<file path="config.mk">
export PLATFORM = sky130hd
export DESIGN_NAME = byte_rle_decoder_flat
export DESIGN_NICKNAME = d
export VERILOG_FILES = /design/src/hw/rtl/brle_pkg.sv /design/src/hw/rtl/brle_if.sv /design/src/hw/rtl/brle_ctrl.sv /design/src/hw/rtl/brle_dp.sv /design/src/hw/rtl/byte_rle_decoder.sv /design/src/flat_wrapper.sv
export SDC_FILE = /design/constraint.sdc
export NUM_CORES = 1
export LEC_CHECK = 0
export BUFFER_PORTS_ARGS = -buffer_cell sky130_fd_sc_hd__buf_2
export CORE_ASPECT_RATIO = 1.1
export CORE_MARGIN = 2
export CORE_UTILIZATION = 45
export DETAILED_ROUTE_END_ITERATION = 6
export GPL_TIMING_DRIVEN = 1
export PLACE_DENSITY_LB_ADDON = 0.05
export SLEW_MARGIN = 0
export SYNTH_ARGS = -nofsm -noshare
export SYNTH_HDL_FRONTEND = slang
export SYNTH_HIERARCHICAL = 1
export SYNTH_SLANG_ARGS = --single-unit
</file>
<file path="constraint.sdc">
create_clock -name clk_i -period 5.7 [get_ports clk_i]
set_clock_uncertainty 0.2 [all_clocks]
set_input_delay 0 -clock clk_i [delete_from_list [all_inputs] [get_ports clk_i]]
set_output_delay 0 -clock clk_i [all_outputs]
set_load 0.01 [all_outputs]
</file>
<file path="src/hw/rtl/brle_pkg.sv">
// Shared types and constants for the byte run-length decoder.
package brle_pkg;

  // Fixed field widths
  localparam int unsigned ByteW  = 8;
  localparam int unsigned TotalW = 24;
  localparam int unsigned StatW  = 3;
  localparam int unsigned CntW   = 2;
  localparam int unsigned AddrW  = 3;
  localparam int unsigned DataW  = 32;

  // Header byte layout: bit 7 flags a literal block, low 7 bits hold count-1
  localparam int unsigned LitFlagBit = 7;
  localparam int unsigned HdrLenW    = 7;

  // Input actions
  localparam logic ActData   = 1'b0;
  localparam logic ActFinish = 1'b1;

  // Register word index of expected_length
  localparam logic RegExpLen = 1'b0;

  // Beat byte counts
  localparam logic [CntW-1:0] CntNone = 2'd0;
  localparam logic [CntW-1:0] CntOne  = 2'd1;
  localparam logic [CntW-1:0] CntTwo  = 2'd2;

  typedef enum logic [StatW-1:0] {
    ST_DATA     = 3'd0,
    ST_OVERFLOW = 3'd1,
    ST_OK       = 3'd2,
    ST_TRUNC    = 3'd3,
    ST_SHORT    = 3'd4
  } status_e;

  // Datapath operations requested by the controller
  typedef enum logic [2:0] {
    OP_NONE,
    OP_HEADER,
    OP_LITERAL,
    OP_RUNVAL,
    OP_RUN_BEAT,
    OP_FINISH
  } op_e;

  typedef struct packed {
    op_e  op;
    logic pending;  // literal block or run value still open at finish
  } ctrl_cmd_t;

  typedef struct packed {
    logic out_free;  // output register empty or being taken this cycle
    logic overflow;  // sticky overflow flag
    logic hdr_fits;  // header on the input fits under expected_length
    logic rem_le1;   // remaining count is at most one
    logic rem_le2;   // remaining count is at most two
  } dp_status_t;

  typedef struct packed {
    logic [ByteW-1:0]  byte_first;
    logic [ByteW-1:0]  byte_second;
    logic [CntW-1:0]   byte_count;
    logic              last_of_run;
    logic [StatW-1:0]  status;
    logic [TotalW-1:0] total_out;
  } out_word_t;

endpackage

</file>
<file path="src/hw/rtl/brle_if.sv">
// Valid/ready stream interfaces for the input and output channels.
interface brle_in_if;
  logic       valid;
  logic       ready;
  logic       action;
  logic [7:0] in_byte;

  modport source (output valid, output action, output in_byte, input ready);
  modport sink (input valid, input action, input in_byte, output ready);
endinterface

interface brle_out_if;
  logic        valid;
  logic        ready;
  logic [7:0]  out_byte_first;
  logic [7:0]  out_byte_second;
  logic [1:0]  byte_count;
  logic        last_of_run;
  logic [2:0]  status;
  logic [23:0] total_out;

  modport source (output valid, output out_byte_first, output out_byte_second,
                  output byte_count, output last_of_run, output status,
                  output total_out, input ready);
  modport sink (input valid, input out_byte_first, input out_byte_second,
                input byte_count, input last_of_run, input status,
                input total_out, output ready);
endinterface

</file>
<file path="src/hw/rtl/brle_ctrl.sv">
// Decoder controller: stream phase state machine and operation select.
module brle_ctrl (
  input  logic                   clk_i,
  input  logic                   rst_ni,
  input  logic                   in_valid_i,
  input  logic                   in_action_i,
  input  logic                   in_lit_flag_i,
  input  brle_pkg::dp_status_t   status_i,
  output logic                   in_ready_o,
  output brle_pkg::ctrl_cmd_t    cmd_o
);

  typedef enum logic [1:0] {
    S_HEADER,
    S_LITERAL,
    S_RUNVAL,
    S_RUN
  } state_e;

  state_e state_q, state_d;
  logic   fire;

  // Input is held off while run beats drain or the output word is blocked
  assign in_ready_o = status_i.out_free && (state_q != S_RUN);
  assign fire       = in_valid_i && in_ready_o;

  always_comb begin
    state_d       = state_q;
    cmd_o.op      = brle_pkg::OP_NONE;
    cmd_o.pending = (state_q == S_LITERAL) || (state_q == S_RUNVAL);
    unique case (state_q)
      S_RUN: begin
        if (status_i.out_free) begin
          cmd_o.op = brle_pkg::OP_RUN_BEAT;
          if (status_i.rem_le2) begin
            state_d = S_HEADER;
          end
        end
      end
      default: begin
        if (fire) begin
          if (in_action_i == brle_pkg::ActFinish) begin
            cmd_o.op = brle_pkg::OP_FINISH;
            state_d  = S_HEADER;
          end else if (!status_i.overflow) begin
            unique case (state_q)
              S_LITERAL: begin
                cmd_o.op = brle_pkg::OP_LITERAL;
                if (status_i.rem_le1) begin
                  state_d = S_HEADER;
                end
              end
              S_RUNVAL: begin
                cmd_o.op = brle_pkg::OP_RUNVAL;
                state_d  = status_i.rem_le2 ? S_HEADER : S_RUN;
              end
              default: begin
                cmd_o.op = brle_pkg::OP_HEADER;
                if (status_i.hdr_fits) begin
                  state_d = in_lit_flag_i ? S_LITERAL : S_RUNVAL;
                end
              end
            endcase
          end
        end
      end
    endcase
  end

  always_ff @(posedge clk_i or negedge rst_ni) begin
    if (!rst_ni) begin
      state_q <= S_HEADER;
    end else begin
      state_q <= state_d;
    end
  end

endmodule

</file>
<file path="src/hw/rtl/brle_dp.sv">
// Decoder datapath: length register, counters, run byte and output word register.
module brle_dp #(
  parameter int unsigned LenW = 24
) (
  input  logic                                  clk_i,
  input  logic                                  rst_ni,
  // register write/read
  input  logic                                  cfg_we_i,
  input  logic [LenW-1:0]                       cfg_wdata_i,
  output logic [LenW-1:0]                       expected_o,
  // input word payload
  input  logic [brle_pkg::ByteW-1:0]            in_byte_i,
  // controller link
  input  brle_pkg::ctrl_cmd_t                   cmd_i,
  output brle_pkg::dp_status_t                  status_o,
  // output word
  output logic                                  out_valid_o,
  input  logic                                  out_ready_i,
  output brle_pkg::out_word_t                   out_word_o
);

  localparam int unsigned SumW = LenW + 1;
  localparam int unsigned RemW = brle_pkg::HdrLenW + 1;

  logic [LenW-1:0]            expected_q;
  logic [LenW-1:0]            total_q, total_d;
  logic [RemW-1:0]            remaining_q, remaining_d;
  logic                       overflow_q, overflow_d;
  logic [brle_pkg::ByteW-1:0] run_byte_q, run_byte_d;
  logic                       out_valid_q, out_valid_d;
  brle_pkg::out_word_t        word_q, word_d;

  logic [RemW-1:0]            hdr_count;
  logic [SumW-1:0]            hdr_sum;
  logic                       hdr_fits;
  logic                       beat_two;
  logic [RemW-1:0]            beat_left;
  logic [brle_pkg::ByteW-1:0] beat_byte;
  brle_pkg::status_e          fin_status;

  // Header count and overflow check
  assign hdr_count = RemW'(in_byte_i[brle_pkg::HdrLenW-1:0]) + RemW'(1);
  assign hdr_sum   = SumW'(total_q) + SumW'(hdr_count);
  assign hdr_fits  = hdr_sum <= SumW'(expected_q);

  // Run beat: two bytes while at least two remain
  assign beat_two  = remaining_q >= RemW'(2);
  assign beat_left = remaining_q - (beat_two ? RemW'(2) : RemW'(1));
  assign beat_byte = (cmd_i.op == brle_pkg::OP_RUNVAL) ? in_byte_i : run_byte_q;

  // Finish status priority
  always_comb begin
    if (overflow_q) begin
      fin_status = brle_pkg::ST_OVERFLOW;
    end else if (cmd_i.pending) begin
      fin_status = brle_pkg::ST_TRUNC;
    end else if (total_q != expected_q) begin
      fin_status = brle_pkg::ST_SHORT;
    end else begin
      fin_status = brle_pkg::ST_OK;
    end
  end

  assign status_o.out_free = !out_valid_q || out_ready_i;
  assign status_o.overflow = overflow_q;
  assign status_o.hdr_fits = hdr_fits;
  assign status_o.rem_le1  = remaining_q <= RemW'(1);
  assign status_o.rem_le2  = remaining_q <= RemW'(2);

  // Operation execute
  always_comb begin
    total_d     = total_q;
    remaining_d = remaining_q;
    overflow_d  = overflow_q;
    run_byte_d  = run_byte_q;
    word_d      = word_q;
    out_valid_d = out_valid_q && !out_ready_i;
    case (cmd_i.op)
      brle_pkg::OP_HEADER: begin
        if (hdr_fits) begin
          total_d     = hdr_sum[LenW-1:0];
          remaining_d = hdr_count;
        end else begin
          overflow_d  = 1'b1;
          remaining_d = '0;
          out_valid_d = 1'b1;
          word_d.byte_first  = '0;
          word_d.byte_second = '0;
          word_d.byte_count  = brle_pkg::CntNone;
          word_d.last_of_run = 1'b1;
          word_d.status      = brle_pkg::ST_OVERFLOW;
          word_d.total_out   = brle_pkg::TotalW'(total_q);
        end
      end
      brle_pkg::OP_LITERAL: begin
        if (remaining_q != '0) begin
          remaining_d = remaining_q - RemW'(1);
        end
        out_valid_d = 1'b1;
        word_d.byte_first  = in_byte_i;
        word_d.byte_second = '0;
        word_d.byte_count  = brle_pkg::CntOne;
        word_d.last_of_run = 1'b1;
        word_d.status      = brle_pkg::ST_DATA;
        word_d.total_out   = brle_pkg::TotalW'(total_q);
      end
      brle_pkg::OP_RUNVAL, brle_pkg::OP_RUN_BEAT: begin
        run_byte_d  = beat_byte;
        remaining_d = beat_left;
        out_valid_d = 1'b1;
        word_d.byte_first  = beat_byte;
        word_d.byte_second = beat_two ? beat_byte : '0;
        word_d.byte_count  = beat_two ? brle_pkg::CntTwo : brle_pkg::CntOne;
        word_d.last_of_run = (beat_left == '0);
        word_d.status      = brle_pkg::ST_DATA;
        word_d.total_out   = brle_pkg::TotalW'(total_q);
      end
      brle_pkg::OP_FINISH: begin
        total_d     = '0;
        remaining_d = '0;
        overflow_d  = 1'b0;
        out_valid_d = 1'b1;
        word_d.byte_first  = '0;
        word_d.byte_second = '0;
        word_d.byte_count  = brle_pkg::CntNone;
        word_d.last_of_run = 1'b1;
        word_d.status      = fin_status;
        word_d.total_out   = brle_pkg::TotalW'(total_q);
      end
      default: begin
      end
    endcase
  end

  // Control and stream state
  always_ff @(posedge clk_i or negedge rst_ni) begin
    if (!rst_ni) begin
      expected_q  <= '1;
      total_q     <= '0;
      remaining_q <= '0;
      overflow_q  <= 1'b0;
      out_valid_q <= 1'b0;
    end else begin
      if (cfg_we_i) begin
        expected_q <= cfg_wdata_i;
      end
      total_q     <= total_d;
      remaining_q <= remaining_d;
      overflow_q  <= overflow_d;
      out_valid_q <= out_valid_d;
    end
  end

  // Payload registers
  always_ff @(posedge clk_i) begin
    run_byte_q <= run_byte_d;
    word_q     <= word_d;
  end

  assign expected_o  = expected_q;
  assign out_valid_o = out_valid_q;
  assign out_word_o  = word_q;

endmodule

</file>
<file path="src/hw/rtl/byte_rle_decoder.sv">
// Top level of the byte run-length decoder.
//
// in_i carries one word per packed stream byte: action selects data or finish,
// in_byte holds the packed byte. out_o carries decoded beats of up to two bytes
// with byte_count, last_of_run, status and the running total_out.
// expected_length is written over the APB port at byte address 0 while idle.
//
// A header byte gives no beat, or a status beat on overflow; the next byte can
// be taken in the following cycle. A literal byte gives one beat in the next
// cycle. Unless the receiver stalls, literals stream at one byte per cycle and
// a run value byte gives ceil(n/2) beats at one per cycle; it holds in_i.ready
// low until the last beat is loaded; the single output word register sets this
// rate. A finish word gives one status beat and clears the stream state.
//
// Reset clears the stream state and sets expected_length to all ones. When the
// receiver stalls, the output word is held and in_i.ready drops until it is taken.
module byte_rle_decoder #(
  parameter int unsigned LENGTH_BITS = 24
) (
  input  logic                          clk_i,
  input  logic                          rst_ni,
  brle_in_if.sink                       in_i,
  brle_out_if.source                    out_o,
  input  logic                          psel,
  input  logic                          penable,
  input  logic                          pwrite,
  input  logic [brle_pkg::AddrW-1:0]    paddr,
  input  logic [brle_pkg::DataW-1:0]    pwdata,
  output logic [brle_pkg::DataW-1:0]    prdata,
  output logic                          pready
);

  localparam int unsigned LenW =
    (LENGTH_BITS < brle_pkg::TotalW) ? LENGTH_BITS : brle_pkg::TotalW;

  brle_pkg::ctrl_cmd_t  cmd;
  brle_pkg::dp_status_t dp_status;
  brle_pkg::out_word_t  out_word;
  logic                 cfg_we;
  logic                 reg_hit;
  logic [LenW-1:0]      expected;

  // Register decode on the word address
  assign reg_hit = paddr[brle_pkg::AddrW-1] == brle_pkg::RegExpLen;
  assign cfg_we  = psel && penable && pwrite && reg_hit;
  assign pready  = 1'b1;
  assign prdata  = reg_hit ? brle_pkg::DataW'(expected) : '0;

  brle_ctrl u_ctrl (
    .clk_i         (clk_i),
    .rst_ni        (rst_ni),
    .in_valid_i    (in_i.valid),
    .in_action_i   (in_i.action),
    .in_lit_flag_i (in_i.in_byte[brle_pkg::LitFlagBit]),
    .status_i      (dp_status),
    .in_ready_o    (in_i.ready),
    .cmd_o         (cmd)
  );

  brle_dp #(
    .LenW (LenW)
  ) u_dp (
    .clk_i       (clk_i),
    .rst_ni      (rst_ni),
    .cfg_we_i    (cfg_we),
    .cfg_wdata_i (pwdata[LenW-1:0]),
    .expected_o  (expected),
    .in_byte_i   (in_i.in_byte),
    .cmd_i       (cmd),
    .status_o    (dp_status),
    .out_valid_o (out_o.valid),
    .out_ready_i (out_o.ready),
    .out_word_o  (out_word)
  );

  assign out_o.out_byte_first  = out_word.byte_first;
  assign out_o.out_byte_second = out_word.byte_second;
  assign out_o.byte_count      = out_word.byte_count;
  assign out_o.last_of_run     = out_word.last_of_run;
  assign out_o.status          = out_word.status;
  assign out_o.total_out       = out_word.total_out;

endmodule

</file>
<file path="src/flat_wrapper.sv">
// flat-port wrapper written by rule: the top's interface ports become plain ports
module byte_rle_decoder_flat 
#(
  parameter int unsigned LENGTH_BITS = 24
)
  (clk_i, rst_ni, psel, penable, pwrite, paddr, pwdata, prdata, pready, in_i_valid, in_i_action, in_i_in_byte, in_i_ready, out_o_valid, out_o_out_byte_first, out_o_out_byte_second, out_o_byte_count, out_o_last_of_run, out_o_status, out_o_total_out, out_o_ready);
  brle_in_if in_i_i ();
  brle_out_if out_o_i ();
  input  logic clk_i;
  input  logic rst_ni;
  input  logic psel;
  input  logic penable;
  input  logic pwrite;
  input  logic [brle_pkg::AddrW-1:0] paddr;
  input  logic [brle_pkg::DataW-1:0] pwdata;
  output logic [brle_pkg::DataW-1:0] prdata;
  output logic pready;
  input wire logic [$bits(in_i_i.valid)-1:0] in_i_valid;
  input wire logic [$bits(in_i_i.action)-1:0] in_i_action;
  input wire logic [$bits(in_i_i.in_byte)-1:0] in_i_in_byte;
  output wire logic [$bits(in_i_i.ready)-1:0] in_i_ready;
  output wire logic [$bits(out_o_i.valid)-1:0] out_o_valid;
  output wire logic [$bits(out_o_i.out_byte_first)-1:0] out_o_out_byte_first;
  output wire logic [$bits(out_o_i.out_byte_second)-1:0] out_o_out_byte_second;
  output wire logic [$bits(out_o_i.byte_count)-1:0] out_o_byte_count;
  output wire logic [$bits(out_o_i.last_of_run)-1:0] out_o_last_of_run;
  output wire logic [$bits(out_o_i.status)-1:0] out_o_status;
  output wire logic [$bits(out_o_i.total_out)-1:0] out_o_total_out;
  input wire logic [$bits(out_o_i.ready)-1:0] out_o_ready;
  assign in_i_i.valid = in_i_valid;
  assign in_i_i.action = in_i_action;
  assign in_i_i.in_byte = in_i_in_byte;
  assign in_i_ready = in_i_i.ready;
  assign out_o_valid = out_o_i.valid;
  assign out_o_out_byte_first = out_o_i.out_byte_first;
  assign out_o_out_byte_second = out_o_i.out_byte_second;
  assign out_o_byte_count = out_o_i.byte_count;
  assign out_o_last_of_run = out_o_i.last_of_run;
  assign out_o_status = out_o_i.status;
  assign out_o_total_out = out_o_i.total_out;
  assign out_o_i.ready = out_o_ready;
  byte_rle_decoder #(.LENGTH_BITS(LENGTH_BITS)) u_core (.clk_i(clk_i), .rst_ni(rst_ni), .in_i(in_i_i), .out_o(out_o_i), .psel(psel), .penable(penable), .pwrite(pwrite), .paddr(paddr), .pwdata(pwdata), .prdata(prdata), .pready(pready));
endmodule
</file>
==> metrics <==
result of the run=finished clean; endpoint of the most critical register-to-register path=u_core/u_dp/out_word_o[19]; via total after detailed routing=~6000; Die Span X=~120 µm; fin crit period=approximately 5.4 ns; relative contribution of combinational cells to total power=36.0%; most common library cells after synthesis=nand2_1 (87), edfxtp_1 (54), nor2_1 (50); Cells after DPL=1009; Worst Reg-to-Reg Cells=15; routed wire length per instance=roughly 17 µm; reg-to-reg startpoint=u_core/u_dp/total_q[3]; power density normalized to cell area=426 nW/µm²; final slew viol count=0; num ports=between 100 and 150; timing startpoint of the critical path=in_i_in_byte[0]; synthesized area divided by synthesized cell count=a little under 10 µm²; TritonCTS clock tree=built; worst-case register-to-register setup slack=about 0.65 ns; Clock Power Share=about 30%; crit path capture type=flop; Max-Cap Viols=0; total of flip-flops plus latches after synthesis=around 110; terminating pin of the worst hold path=u_core/u_dp/expected_o[4]; proportion of synthesized flip-flops having asynchronous set or reset=roughly 53%; clock latency of the later-clocked register in the worst-skew pair=approximately 0.42 ns; tightest slew margin relative to the limit=between 30% and 40%; placeable core region=roughly 15000 µm²; sum of routed wire length over all layers=between 15000 and 20000 µm; detailed-route vias per instance=5.45; count of buffers inserted at the top-level ports=112; Gate Count Post-Synth=between 700 and 800; total number of yosys warnings=6; most common flop cell mapped by yosys=edfxtp_1; largest voltage drop on the vdd net=about 0.00024 V; Unique masters post-synth=70; routability congestion estimate=0.942; worst hold path startpoint=penable; fraction of power spent switching nets=between 30% and 40%; Fillers=~1400; Final Total Pwr=~3.7 mW; GR Overflow Total=0; Layout Utilization=between 50% and 60%; Antenna diodes=0; number of synthesized flops with an enable pin=54; total CTS buffers=17; final-report hold violation count=0; unrepaired setup endpoints after global routing=no; portion of total power attributed to sequential cells=34.4%; sum of net half-perimeters after detailed placement=13600 µm; part of the cycle the worst path needs=95.2%; maximum number of pins on one net before global-route repair=61; number of setup violations in the final report=0; share of layout cells above drive strength 1=22.2%; Die Area=between 15000 and 20000 µm²; number of global-route vias before repair=between 5000 and 6000; number of stages on the worst hold path=5; share of the yosys chip area belonging to registers=roughly 45%; Clock Root Buffer=clkbuf_16; area share of the largest cell type after synthesis=between 20% and 30%; maximum count of clock buffers along a single path=2; critical path class=input pin to flop; setup_tns=0 ns; category of the worst setup path launch point=input pin; maximum fanout along the worst path=36; All-Layer GR Usage=a little under a quarter; drt drc=0; timing-limited maximum frequency=between 0.15 and 0.2 GHz; Final #Nets=between 900 and 1000; Tightest Pin Transition=slightly above 0.9 ns; initial standard-cell utilization of the core=a little under half; required time worst endpoint=around 5.6 ns; number of search-and-repair iterations in the first detailed-routing pass=5; number of antenna violations at the first check in global routing=0; Internal Pwr Total=2.36 mW; area growth from synthesis to layout=23.7%; num rows=47; Switch Pwr=around 1.3 mW; class of the tightest hold or removal check=input pin to flop; ANT nets after route=0; Initial DRC Count=a little over 400; H-tree Lvls=4; leakage power=3.91 nW; data arrival time at the worst-slack endpoint=~5.3 ns; clock transition at the registers of the reported paths=roughly 0.06 ns; die outline height=135 µm; final standard cell count with taps included and fillers excluded=~1100; library cell with the highest instance count after synthesis=nand2_1; most area-hungry cell type in the Yosys netlist=edfxtp_1; biggest area contributors in the synthesized netlist=edfxtp_1 (23%), dfrtp_1 (13%), dfstp_2 (9.0%), ha_1 (7.5%), nand2_1 (4.6%); TritonCTS sink count=about 110; global-route wire length before repair=30100 µm; area of the mapped netlist=slightly above 7000 µm²
==> how the worst max path moves through the flow <==
stage	slack (ns)	endpoint	cells past startpoint
after floorplan	0.29	u_core/u_dp/out_word_o[0]	20
after global placement	0.59	u_core/u_dp/out_word_o[18]	21
after detailed placement	0.46	u_core/u_dp/out_word_o[41]	18
after CTS	0.32	u_core/u_dp/out_word_o[15]	19
after global routing	0.04	u_core/u_dp/out_word_o[36]	20
final	0.27	u_core/u_dp/out_word_o[19]	19
==> placed cells by master (no fill, tap or decap), types with 4 or more instances in the layout <==
cell and n:
nand4_1 14, mux2i_1 9, dfrtp_1 36, nor4_1 7, o22ai_1 5, nor2b_1 33, xnor2_1 34, edfxtp_1 54
buf_2 112, dlygate4sd3_1 36, nand2b_1 5, and3_1 9, nor2_1 49, nand2_1 87, and4_1 5, nand3_1 26
dfstp_2 24, o211ai_1 4, xor2_1 24, buf_4 11, conb_1 9, ha_1 42, o21ai_0 42, o21a_1 8
clkbuf_16 17, a31oi_1 5, nor3_1 8, a21oi_1 29, a21o_1 5, inv_1 49, o31ai_1 4
==> metal layers <==
metal  GRT usage [%]  routed length, µm  part of all wire (%)  vias up
met1            31.1               8390                    45     2783
met5               0                  0                     0        -
met3            5.22                969                   5.1       36
li1                -                  -                     -     2825
met2            37.9               8960                    48      228
met4            9.03                503                   2.7        0
==> timing repair <==
item | CTS | global route
endpoints found under the setup margin | 0 | 0
setup buffers | 0 | 0
gates resized for setup | 0 | 0
hold buffers | 36 | 0
endpoints found under the hold margin | 93 | 0
==> critical path, cell delays in order <==
cell and delay, ns:
dlygate4sd3_1 0.53, buf_2 0.16, ha_1 0.23, xor2_1 0.36
ha_1 0.30, o21ai_0 0.14, o211ai_1 0.24, a31oi_1 0.24
nor4b_1 0.66, xnor2_1 0.19, ha_1 0.37, nand4_2 0.15
or3_4 0.43, a31o_2 0.23, a31oi_2 0.33, nor2_2 0.16
o21a_1 0.24, nor2_4 0.12, buf_12 0.23
==> cell type report <==
type / instances / area, µm² / share of cell area [%]
Multi-Input combinational cell: 525 / 3480 / 40.0
Timing Repair Buffer: 160 / 1020 / 11.8
Clock buffer: 20 / 457 / 5.25
Clock inverter: 12 / 155 / 1.78
Inverter: 50 / 188 / 2.16
Tap cell: 196 / 245 / 2.82
Sequential cell: 114 / 3150 / 36.2
==> metrics by stage <==
stage	instance area (µm²)	setup slack, ns	hold slack [ns]
finish	8710	0.272	0.0496
global route	8710	0.0351	0.0705
CTS	8710	0.324	0.0324
detailed placement	7730	0.463	0.0141
global placement	7730	0.587	0.00888
floorplan	7070	0.290	-0.496
==> cell families (layout without fill, tap and decap cells) <==
family | after synthesis | after routing | synth area share (%)
other | 2 | 9 | 0.107
DFF | 114 | 114 | 44.8
buffers and inverters | 95 | 242 | 6.15
and+or+nand+nor | 264 | 264 | 19.0
AOI/OAI and AO/OA | 139 | 139 | 13.1
adders and majority gates | 44 | 44 | 8.04
muxes | 11 | 11 | 1.60
xor gates and xnor gates | 58 | 58 | 7.22
==> state kept, by name, indices dropped and copies added (netlist names) <==
register / count
u_core/u_dp/out_valid_o: 1
u_core/u_dp/expected_o: 24
u_core/u_dp/overflow_q: 1
u_core/u_dp/run_byte_q: 8
u_core/u_dp/out_word_o: 46
u_core/u_dp/total_q: 24
u_core/u_dp/remaining_q: 8
u_core/u_ctrl/state_q: 2
==> power by group through the flow <==
stage          registers (mW)  clock network, mW  logic [mW]
2_1_floorplan            1.27                  0       0.893
3_3_place_gp             1.28                  0        1.27
3_5_place_dp             1.29                  0        1.30
4_1_cts                  1.27               1.12        1.33
5_1_grt                  1.30               1.15        1.49
6_report                 1.27               1.10        1.33
No activity file was read; power rests on OpenSTA's default activity.
